--- config.mk ---
export PLATFORM = sky130hd
export DESIGN_NAME = multi_queue_linked_list_manager_unit
export DESIGN_NICKNAME = d
export VERILOG_FILES = /design/src/rtl/core/mqll_pkg.sv /design/src/rtl/core/mqll_ram.sv /design/src/rtl/core/mqll_seq.sv /design/src/rtl/core/multi_queue_linked_list_manager_unit.sv
export SDC_FILE = /design/constraint.sdc
export NUM_CORES = 2
export LEC_CHECK = 0
export CAP_MARGIN = 10
export CORE_ASPECT_RATIO = 1.5
export CORE_MARGIN = 2
export CORE_UTILIZATION = 55
export DETAILED_ROUTE_END_ITERATION = 7
export DONT_BUFFER_PORTS = 1
export PLACE_DENSITY = 0.7
export SLEW_MARGIN = 20
export SYNTH_ARGS = -nofsm -noshare
export SYNTH_HDL_FRONTEND = slang
export SYNTH_SLANG_ARGS = --single-unit
--- constraint.sdc ---
create_clock -name clock -period 13.3 [get_ports clock]
set_clock_uncertainty 0.2 [all_clocks]
set_input_delay 1.33 -clock clock [delete_from_list [all_inputs] [get_ports clock]]
set_output_delay 1.33 -clock clock [all_outputs]
set_load 0.005 [all_outputs]
--- src/rtl/core/mqll_pkg.sv ---
// shared opcodes, result codes and types of the multi-queue linked list manager
`default_nettype none

package mqll_pkg;

   typedef logic [1:0] mqll_op_type;
   typedef logic [1:0] mqll_code_type;

   // operation codes of an input word
   localparam mqll_op_type OP_ENQUEUE = 2'd0;
   localparam mqll_op_type OP_DEQUEUE = 2'd1;
   localparam mqll_op_type OP_REMOVE  = 2'd2;

   // result codes
   localparam mqll_code_type RC_DONE   = 2'd0;
   localparam mqll_code_type RC_EMPTY  = 2'd1;
   localparam mqll_code_type RC_ABSENT = 2'd2;

endpackage

`default_nettype wire

--- src/rtl/core/mqll_ram.sv ---
// single-port-write, single-port-read synchronous ram with a registered read port
`default_nettype none

module mqll_ram #(
   parameter int WIDTH = 14,
   parameter int DEPTH = 64,
   localparam int AW = (DEPTH > 1) ? $clog2(DEPTH) : 1
) (
   input  wire logic             clock,
   input  wire logic             rd_en,
   input  wire logic [AW-1:0]    rd_addr,
   output logic      [WIDTH-1:0] rd_data_ff,
   input  wire logic             wr_en,
   input  wire logic [AW-1:0]    wr_addr,
   input  wire logic [WIDTH-1:0] wr_data
);

   logic [WIDTH-1:0] mem [DEPTH];

   // write port
   always_ff @(posedge clock) begin
      if (wr_en) begin
         mem[wr_addr] <= wr_data;
      end
   end

   // registered read port, old data on a same-address write
   always_ff @(posedge clock) begin
      if (rd_en) begin
         rd_data_ff <= mem[rd_addr];
      end
   end

endmodule

`default_nettype wire

--- src/rtl/core/mqll_seq.sv ---
// sequencer: read-modify-write of the queue table and link table, list walk, clearing pass
`default_nettype none

module mqll_seq #(
   parameter int NUM_THREADS = 64,
   parameter int NUM_QUEUES = 65,
   localparam int IW = $clog2(NUM_THREADS + 1),
   localparam int TW = $clog2(NUM_THREADS),
   localparam int QW = $clog2(NUM_QUEUES + 1),
   localparam int QAW = (NUM_QUEUES > 1) ? $clog2(NUM_QUEUES) : 1
) (
   input  wire logic                   clock,
   input  wire logic                   reset,
   // request side
   input  wire logic                   req_valid,
   output logic                        req_ready,
   input  wire mqll_pkg::mqll_op_type  req_opcode,
   input  wire logic [QW-1:0]          req_queue_id,
   input  wire logic [TW-1:0]          req_thread_id,
   // result handoff to the output register
   input  wire logic                   slot_free,
   output logic                        res_valid,
   output logic [IW-1:0]               res_popped,
   output mqll_pkg::mqll_code_type     res_code,
   // queue table port
   output logic                        q_rd_en,
   output logic [QAW-1:0]              q_rd_addr,
   input  wire logic [2*IW-1:0]        q_rd_data,
   output logic                        q_wr_en,
   output logic [QAW-1:0]              q_wr_addr,
   output logic [2*IW-1:0]             q_wr_data,
   // link table port
   output logic                        l_rd_en,
   output logic [TW-1:0]               l_rd_addr,
   input  wire logic [2*IW-1:0]        l_rd_data,
   output logic                        l_wr_en,
   output logic [TW-1:0]               l_wr_addr,
   output logic [2*IW-1:0]             l_wr_data
);

   import mqll_pkg::*;

   localparam int MAXD = (NUM_QUEUES > NUM_THREADS) ? NUM_QUEUES : NUM_THREADS;
   localparam int CW = $clog2(MAXD);
   localparam logic [CW-1:0] LAST_CLR = CW'(MAXD - 1);
   localparam logic [IW-1:0] NONE = IW'(NUM_THREADS);

   typedef enum logic [3:0] {
      S_CLEAR,
      S_IDLE,
      S_QRD,
      S_ENQ_LAST,
      S_ENQ_SELF,
      S_DEQ_HEAD,
      S_DEQ_NH,
      S_WALK,
      S_REM_T,
      S_REM_NX,
      S_REM_PV_RD,
      S_REM_PV,
      S_CLR_T,
      S_DONE
   } state_type;

   state_type      state_ff, state_in;
   logic [CW-1:0]  clr_ff, clr_in;
   mqll_op_type    op_ff, op_in;
   logic [QW-1:0]  q_ff, q_in;
   logic [TW-1:0]  t_ff, t_in;
   logic [IW-1:0]  head_ff, head_in;
   logic [IW-1:0]  tail_ff, tail_in;
   logic [IW-1:0]  link_a_ff, link_a_in;
   logic [IW-1:0]  link_b_ff, link_b_in;
   logic [IW-1:0]  steps_ff, steps_in;
   logic [IW-1:0]  popped_ff, popped_in;
   mqll_code_type  code_ff, code_in;

   logic [IW-1:0]  qh, qt, ln, lp, t_ext, p;
   logic           qok, tok, accept;

   // field views of the table words
   assign qh = q_rd_data[2*IW-1:IW];
   assign qt = q_rd_data[IW-1:0];
   assign ln = l_rd_data[2*IW-1:IW];
   assign lp = l_rd_data[IW-1:0];
   assign t_ext = IW'(t_ff);

   assign qok = int'(req_queue_id) < NUM_QUEUES;
   assign tok = int'(req_thread_id) < NUM_THREADS;

   assign req_ready = (state_ff == S_IDLE) || ((state_ff == S_DONE) && slot_free);
   assign accept = req_valid && req_ready;

   assign res_popped = popped_ff;
   assign res_code = code_ff;

   // next state and table accesses
   always_comb begin
      state_in = state_ff;
      clr_in = clr_ff;
      op_in = op_ff;
      q_in = q_ff;
      t_in = t_ff;
      head_in = head_ff;
      tail_in = tail_ff;
      link_a_in = link_a_ff;
      link_b_in = link_b_ff;
      steps_in = steps_ff;
      popped_in = popped_ff;
      code_in = code_ff;
      p = qh;
      res_valid = 1'b0;
      q_rd_en = 1'b0;
      q_rd_addr = req_queue_id[QAW-1:0];
      q_wr_en = 1'b0;
      q_wr_addr = q_ff[QAW-1:0];
      q_wr_data = {NONE, NONE};
      l_rd_en = 1'b0;
      l_rd_addr = t_ff;
      l_wr_en = 1'b0;
      l_wr_addr = t_ff;
      l_wr_data = {NONE, NONE};

      case (state_ff)
         // clearing pass after reset, one entry of each table a cycle
         S_CLEAR: begin
            q_wr_en = int'(clr_ff) < NUM_QUEUES;
            q_wr_addr = clr_ff[QAW-1:0];
            l_wr_en = int'(clr_ff) < NUM_THREADS;
            l_wr_addr = clr_ff[TW-1:0];
            clr_in = clr_ff + 1'b1;
            if (clr_ff == LAST_CLR) begin
               state_in = S_IDLE;
            end
         end

         S_IDLE: begin
         end

         // queue word arrived: head and tail of the addressed queue
         S_QRD: begin
            head_in = qh;
            tail_in = qt;
            q_wr_addr = q_ff[QAW-1:0];
            case (op_ff)
               OP_ENQUEUE: begin
                  q_wr_en = 1'b1;
                  if (qh == NONE) begin
                     q_wr_data = {t_ext, t_ext};
                     l_wr_en = 1'b1;
                     state_in = S_DONE;
                  end else begin
                     q_wr_data = {qh, t_ext};
                     link_a_in = qt;
                     if (qt != NONE) begin
                        l_rd_en = 1'b1;
                        l_rd_addr = qt[TW-1:0];
                        state_in = S_ENQ_LAST;
                     end else begin
                        state_in = S_ENQ_SELF;
                     end
                  end
               end
               OP_DEQUEUE: begin
                  if (qh == NONE) begin
                     code_in = RC_EMPTY;
                     state_in = S_DONE;
                  end else if (qt != qh) begin
                     popped_in = qh;
                     l_rd_en = 1'b1;
                     l_rd_addr = qh[TW-1:0];
                     state_in = S_DEQ_HEAD;
                  end else begin
                     // single element: queue goes empty, popped links cleared
                     popped_in = qh;
                     q_wr_en = 1'b1;
                     l_wr_en = 1'b1;
                     l_wr_addr = qh[TW-1:0];
                     state_in = S_DONE;
                  end
               end
               default: begin
                  // remove: start the walk at the head
                  steps_in = IW'(1);
                  if ((qh != NONE) && (qh != t_ext)) begin
                     l_rd_en = 1'b1;
                     l_rd_addr = qh[TW-1:0];
                     state_in = S_WALK;
                  end else if (qh == t_ext) begin
                     l_rd_en = 1'b1;
                     state_in = S_REM_T;
                  end else begin
                     code_in = RC_ABSENT;
                     state_in = S_DONE;
                  end
               end
            endcase
         end

         // old tail gets its next link pointed at the new thread
         S_ENQ_LAST: begin
            l_wr_en = 1'b1;
            l_wr_addr = link_a_ff[TW-1:0];
            l_wr_data = {t_ext, lp};
            state_in = S_ENQ_SELF;
         end

         S_ENQ_SELF: begin
            l_wr_en = 1'b1;
            l_wr_data = {NONE, link_a_ff};
            state_in = S_DONE;
         end

         // new head is the old head's next link
         S_DEQ_HEAD: begin
            q_wr_en = 1'b1;
            q_wr_data = {ln, tail_ff};
            link_a_in = ln;
            if (ln != NONE) begin
               l_rd_en = 1'b1;
               l_rd_addr = ln[TW-1:0];
               state_in = S_DEQ_NH;
            end else begin
               state_in = S_CLR_T;
            end
         end

         S_DEQ_NH: begin
            l_wr_en = 1'b1;
            l_wr_addr = link_a_ff[TW-1:0];
            l_wr_data = {ln, NONE};
            state_in = S_CLR_T;
         end

         // one link a cycle, bounded by the thread count
         S_WALK: begin
            p = ln;
            if ((p != NONE) && (p != t_ext) && (steps_ff < NONE)) begin
               l_rd_en = 1'b1;
               l_rd_addr = p[TW-1:0];
               steps_in = steps_ff + 1'b1;
            end else if (p == t_ext) begin
               l_rd_en = 1'b1;
               state_in = S_REM_T;
            end else begin
               code_in = RC_ABSENT;
               state_in = S_DONE;
            end
         end

         // found thread: patch head and tail, then neighbor links
         S_REM_T: begin
            link_a_in = ln;
            link_b_in = lp;
            q_wr_en = 1'b1;
            q_wr_data = {(lp == NONE) ? ln : head_ff, (ln == NONE) ? lp : tail_ff};
            if (ln != NONE) begin
               l_rd_en = 1'b1;
               l_rd_addr = ln[TW-1:0];
               state_in = S_REM_NX;
            end else if (lp != NONE) begin
               l_rd_en = 1'b1;
               l_rd_addr = lp[TW-1:0];
               state_in = S_REM_PV;
            end else begin
               state_in = S_CLR_T;
            end
         end

         S_REM_NX: begin
            l_wr_en = 1'b1;
            l_wr_addr = link_a_ff[TW-1:0];
            l_wr_data = {ln, link_b_ff};
            if (link_b_ff != NONE) begin
               state_in = S_REM_PV_RD;
            end else begin
               state_in = S_CLR_T;
            end
         end

         // read after the write above has landed
         S_REM_PV_RD: begin
            l_rd_en = 1'b1;
            l_rd_addr = link_b_ff[TW-1:0];
            state_in = S_REM_PV;
         end

         S_REM_PV: begin
            l_wr_en = 1'b1;
            l_wr_addr = link_b_ff[TW-1:0];
            l_wr_data = {link_a_ff, lp};
            state_in = S_CLR_T;
         end

         // clear both links of the popped or removed thread
         S_CLR_T: begin
            l_wr_en = 1'b1;
            l_wr_addr = (op_ff == OP_DEQUEUE) ? head_ff[TW-1:0] : t_ff;
            state_in = S_DONE;
         end

         // hand the result word to the output register
         S_DONE: begin
            if (slot_free) begin
               res_valid = 1'b1;
               state_in = S_IDLE;
            end
         end

         default: begin
            state_in = S_IDLE;
         end
      endcase

      // take a new request word and fetch its queue entry
      if (accept) begin
         op_in = req_opcode;
         q_in = req_queue_id;
         t_in = req_thread_id;
         popped_in = NONE;
         code_in = RC_DONE;
         if (((req_opcode == OP_ENQUEUE) && qok && tok) ||
             ((req_opcode == OP_DEQUEUE) && qok) ||
             ((req_opcode == OP_REMOVE) && qok && tok)) begin
            q_rd_en = 1'b1;
            state_in = S_QRD;
         end else begin
            if (req_opcode == OP_DEQUEUE) begin
               code_in = RC_EMPTY;
            end else if (req_opcode == OP_REMOVE) begin
               code_in = RC_ABSENT;
            end
            state_in = S_DONE;
         end
      end
   end

   // state and working registers
   always_ff @(posedge clock) begin
      if (reset) begin
         state_ff <= S_CLEAR;
         clr_ff <= '0;
      end else begin
         state_ff <= state_in;
         clr_ff <= clr_in;
      end
      op_ff <= op_in;
      q_ff <= q_in;
      t_ff <= t_in;
      head_ff <= head_in;
      tail_ff <= tail_in;
      link_a_ff <= link_a_in;
      link_b_ff <= link_b_in;
      steps_ff <= steps_in;
      popped_ff <= popped_in;
      code_ff <= code_in;
   end

endmodule

`default_nettype wire

--- src/rtl/core/multi_queue_linked_list_manager_unit.sv ---
// Enqueue, dequeue and remove each run through their own sequence of states per word; remove
// also walks the list from the head, bounded by NUM_THREADS links; an out-of-range id or an
// unused opcode goes straight to the result. Each table access is a read-modify-write through
// a ram port with a registered read, and the link table's single read and write ports
// serialize the link accesses. A new word is taken while a result waits in the output register.
// Reset starts a clearing pass over max(NUM_QUEUES, NUM_THREADS) entries, req_ready low.
`default_nettype none

module multi_queue_linked_list_manager_unit #(
   parameter int NUM_THREADS = 64,
   parameter int NUM_QUEUES = 65,
   localparam int IW = $clog2(NUM_THREADS + 1),
   localparam int TW = $clog2(NUM_THREADS),
   localparam int QW = $clog2(NUM_QUEUES + 1),
   localparam int QAW = (NUM_QUEUES > 1) ? $clog2(NUM_QUEUES) : 1
) (
   input  wire logic                   clock,
   input  wire logic                   reset,
   input  wire logic                   req_valid,
   output logic                        req_ready,
   input  wire mqll_pkg::mqll_op_type  req_opcode,
   input  wire logic [QW-1:0]          req_queue_id,
   input  wire logic [TW-1:0]          req_thread_id,
   output logic                        rsp_valid,
   input  wire logic                   rsp_ready,
   output logic [IW-1:0]               rsp_popped_id,
   output mqll_pkg::mqll_code_type     rsp_result_code
);

   import mqll_pkg::*;

   logic               slot_free;
   logic               res_valid;
   logic [IW-1:0]      res_popped;
   mqll_code_type      res_code;

   logic               q_rd_en, q_wr_en;
   logic [QAW-1:0]     q_rd_addr, q_wr_addr;
   logic [2*IW-1:0]    q_rd_data, q_wr_data;
   logic               l_rd_en, l_wr_en;
   logic [TW-1:0]      l_rd_addr, l_wr_addr;
   logic [2*IW-1:0]    l_rd_data, l_wr_data;

   logic               rsp_valid_ff, rsp_valid_in;
   logic [IW-1:0]      rsp_popped_ff;
   mqll_code_type      rsp_code_ff;

   // queue table: {head, tail} per queue
   mqll_ram #(
      .WIDTH (2 * IW),
      .DEPTH (NUM_QUEUES)
   ) u_qtab (
      .clock      (clock),
      .rd_en      (q_rd_en),
      .rd_addr    (q_rd_addr),
      .rd_data_ff (q_rd_data),
      .wr_en      (q_wr_en),
      .wr_addr    (q_wr_addr),
      .wr_data    (q_wr_data)
   );

   // link table: {next, prev} per thread
   mqll_ram #(
      .WIDTH (2 * IW),
      .DEPTH (NUM_THREADS)
   ) u_ltab (
      .clock      (clock),
      .rd_en      (l_rd_en),
      .rd_addr    (l_rd_addr),
      .rd_data_ff (l_rd_data),
      .wr_en      (l_wr_en),
      .wr_addr    (l_wr_addr),
      .wr_data    (l_wr_data)
   );

   mqll_seq #(
      .NUM_THREADS (NUM_THREADS),
      .NUM_QUEUES  (NUM_QUEUES)
   ) u_seq (
      .clock         (clock),
      .reset         (reset),
      .req_valid     (req_valid),
      .req_ready     (req_ready),
      .req_opcode    (req_opcode),
      .req_queue_id  (req_queue_id),
      .req_thread_id (req_thread_id),
      .slot_free     (slot_free),
      .res_valid     (res_valid),
      .res_popped    (res_popped),
      .res_code      (res_code),
      .q_rd_en       (q_rd_en),
      .q_rd_addr     (q_rd_addr),
      .q_rd_data     (q_rd_data),
      .q_wr_en       (q_wr_en),
      .q_wr_addr     (q_wr_addr),
      .q_wr_data     (q_wr_data),
      .l_rd_en       (l_rd_en),
      .l_rd_addr     (l_rd_addr),
      .l_rd_data     (l_rd_data),
      .l_wr_en       (l_wr_en),
      .l_wr_addr     (l_wr_addr),
      .l_wr_data     (l_wr_data)
   );

   // output register holds one result word
   assign slot_free = !rsp_valid_ff || rsp_ready;
   assign rsp_valid_in = res_valid || (rsp_valid_ff && !rsp_ready);

   always_ff @(posedge clock) begin
      if (reset) begin
         rsp_valid_ff <= 1'b0;
      end else begin
         rsp_valid_ff <= rsp_valid_in;
      end
      if (res_valid) begin
         rsp_popped_ff <= res_popped;
         rsp_code_ff <= res_code;
      end
   end

   assign rsp_valid = rsp_valid_ff;
   assign rsp_popped_id = rsp_popped_ff;
   assign rsp_result_code = rsp_code_ff;

endmodule

`default_nettype wire

==> reports/metrics.cfg <==
[status]
status = finished clean

[power_and_ir_drop]
vdd_drop_max_mv = 0.141
clockPowerShare_pct = 36.9
combPwrFrac_pct = 8.4
p_leak_uw = 0.0249
p_seq_share_pct = 54.8
p_int_uw = 9780
power_switching_uw = 2860
swShare_pct = 22.6
power_density_nw_per_um2 = 152

[synthesis]
yosysWarnings = 0
synth_async_sr_flop_share_pct = 0
synth_edf_count = 1895
yosysUniqueCellTypes = 70
synthFlopType = edfxtp_1
synth_seq_cells = 1914
syn_area_um2 = 75500
ys_seq_area_share_pct = 75.9
syn_area_per_cell_um2 = 21.3
synth_fp_nets = 3574
synth_cells = 3552

[detailed_routing]
drc = 0
final_antenna_net_count = 0
num_vias = 36100
first_iter_violations = 4120
wire_per_inst_um = 31.7
wirelength_mm = 176
dr.pass1.iters = 8
viasPerCell = 6.50

[critical_path]
reg2reg_depth = 12
end_kind = flop
arrival_ps = 7010
timing.rr.start = u_seq.state_ff[0]$_SDFFE_PP0P_
rrSetupSlack_ps = 6570
critPathKind = flop to flop
timing.rr.end = u_ltab.rd_data_ff[5]$_DFFE_PP_
cp.required_ps = 13580
critPathMaxFanout = 99
critPathLaunchType = flop

[hold_path]
worstHoldStart = u_qtab.mem[64][5]$_DFFE_PP_
min_path_cells = 1
hold_class = flop to flop
min_to = u_qtab.rd_data_ff[5]$_DFFE_PP_

[sta]
setup_viol = 0
fin_ws_ps = 6570
worst_pin_slew_ps = 1160
setup_tns_ps = 0
hold_viol_final = 0
fmax_mhz = 149
post-route-period-util_pct = 50.6
period_minus_slack_ps = 6730
drv_slew = 0
max-slew-margin-rel_pct = 22.4
grt_setup_unrepaired = no

[clock_network]
htreeDepth = 4
cts.clk_slew.worst_paths_ps = 60
clock-sinks = 1914
cts_buffers = 168
cts.hold.buffers_added = 0
cts_resized = 0
cts_tree = built
clockBufferDepth = 3
clock-root-buffer = clkbuf_16
cts_setup_buffers = 0
clock_insertion_delay_worst_skew_ps = 800

[global_route]
overflow = 0
grt_pass1_wl_mm = 257
grt_pass1_vias = 36800
grt.total_usage_pct = 25.6
antenna_found_initial = 12
grt_max_degree = 227

[floorplanning]
die_w_um = 307
die_h_um = 458
dieArea_um2 = 140000
row_count = 166
initial_utilization_pct = 55.4
io-pin-count = 30
core-area_um2 = 136000

[flow_run]
cap_violations = 0

[layout]
drive_gt1_share_pct = 25.8
final_nets = 3676
syn_to_final_growth_pct = 10.3

[placement]
pre_cts_ws_ps = 6420
port_buffers = 0
dp_hpwl_mm = 107
globalplace.congestion = 0.975

per-stage QoR:
stage          hold WS [ps]  utilization, %  instance area, µm²  cells  power [µW]
6_report                354            61.1               83300   5554       12600
5_1_grt                 355            61.1               83300   5551       13000
4_1_cts                 335            61.1               83300   5548       12700
3_5_place_dp            326            57.3               78100   5247        8110
3_3_place_gp            307            57.3               78100   5245        8090
2_1_floorplan           200               -               75500   3552        7710
layout by cell type (no fill, tap or decap), types with 12 or more instances in the layout:
| master | instances |
|---|---|
| a21oi_1 | 63 |
| o221ai_1 | 21 |
| nand2_1 | 99 |
| dfxtp_1 | 19 |
| buf_4 | 128 |
| clkbuf_16 | 172 |
| nor2_1 | 155 |
| a221oi_1 | 33 |
| clkinv_2 | 27 |
| nand3_1 | 20 |
| inv_1 | 20 |
| clkbuf_1 | 29 |
| mux4_2 | 510 |
| xor2_1 | 21 |
| clkinv_1 | 55 |
| edfxtp_1 | 1895 |
| a221o_1 | 12 |
| a22o_1 | 28 |
| mux2_2 | 16 |
| o21ai_0 | 46 |
| a22oi_1 | 21 |
| nor3_1 | 22 |
| nor2_2 | 45 |
| mux2i_1 | 106 |
routing by layer:
metal | vias up | routed length (µm) | global-route usage (%)
li1 | 15100 | - | -
met5 | - | 37 | 0
met4 | 4 | 10500 | 13.6
met3 | 378 | 10500 | 3.96
met2 | 1483 | 92300 | 44.2
met1 | 19100 | 62900 | 31.1
power by group through the flow:
stage               clock network (µW)  registers (µW)  logic, µW
detailed placement                   0            7050       1060
finish                            4660            6920       1060
CTS                               4730            6920       1070
floorplan                            0            7000        708
global placement                     0            7040       1050
global route                      4940            6930       1110
cell usage after synthesis, drive strengths merged, types with 11 or more instances:
cell type / instances / area, µm²
nor3: 22 / 110
o21ai: 57 / 293
a21oi: 64 / 320
mux4: 510 / 11500
nand2: 106 / 398
nor2: 201 / 757
clkbuf: 103 / 387
nand2b: 11 / 68.8
edfxtp: 1895 / 56900
a222oi: 11 / 110
a221o: 19 / 190
buf: 98 / 523
nor2b: 13 / 81.3
dfxtp: 19 / 380
mux2: 16 / 180
a22oi: 21 / 158
a22o: 28 / 245
xor2: 21 / 184
nand3: 20 / 100
inv: 33 / 124
a221oi: 33 / 289
mux2i: 106 / 1060
o221ai: 21 / 184
worst max-delay path, stage by stage (launching register included):
cell and delay (ps):
dfxtp_1 890, nand2_1 260, or2_2 400, o21ai_1 530
o22ai_1 210, a21o_1 260, o2111ai_4 210, buf_12 660
buf_12 620, mux4_2 590, a22o_1 250, a221oi_1 890
o221ai_1 250
how the worst max path moves through the flow:
stage | to | cells after the start | startpoint | slack (ps)
2_1_floorplan | u_qtab.mem[0][13]$_DFFE_PP_ | 4 | u_ltab.rd_data_ff[3]$_DFFE_PP_ | 8700
3_3_place_gp | u_ltab.rd_data_ff[12]$_DFFE_PP_ | 12 | u_seq.state_ff[0]$_SDFFE_PP0P_ | 6410
3_5_place_dp | u_ltab.rd_data_ff[4]$_DFFE_PP_ | 12 | u_seq.state_ff[0]$_SDFFE_PP0P_ | 6420
4_1_cts | u_ltab.rd_data_ff[4]$_DFFE_PP_ | 12 | u_seq.state_ff[0]$_SDFFE_PP0P_ | 6470
5_1_grt | u_ltab.rd_data_ff[5]$_DFFE_PP_ | 12 | u_seq.state_ff[0]$_SDFFE_PP0P_ | 6190
6_report | u_ltab.rd_data_ff[5]$_DFFE_PP_ | 12 | u_seq.state_ff[0]$_SDFFE_PP0P_ | 6570
cells by family after synthesis:
family,count (synthesis),share of synthesized area (%)
compound gates,314,3.00
xor+xnor,30,0.348
fa+ha+maj,3,0.0497
buf+inv,234,1.37
flops,1914,75.9
mux,632,16.9
simple gates,425,2.50
cell type report:
cell class                 count  area [µm²]
clock inverter                99         751
multi-input combinational   1404       17400
timing repair buffer         133        1050
sequential                  1914       57300
fill                        9331       53000
tap                         1764        2210
clock buffer                 202        4430
inverter                      33         140
antenna                        5        12.5
flip-flops by register name, summed over array words and instances, names as in the netlist, 6 cells and up:
signal	flops
u_seq.link_a_ff	7
u_qtab.rd_data_ff	14
u_seq.tail_ff	7
u_ltab.rd_data_ff	14
u_seq.t_ff	6
u_ltab.mem	896
u_seq.res_popped	7
u_seq.head_ff	7
u_seq.link_b_ff	7
u_seq.clr_ff	7
u_seq.q_ff	7
rsp_popped_id	7
u_qtab.mem	910
u_seq.steps_ff	7
(Power assumes the default switching activity.)
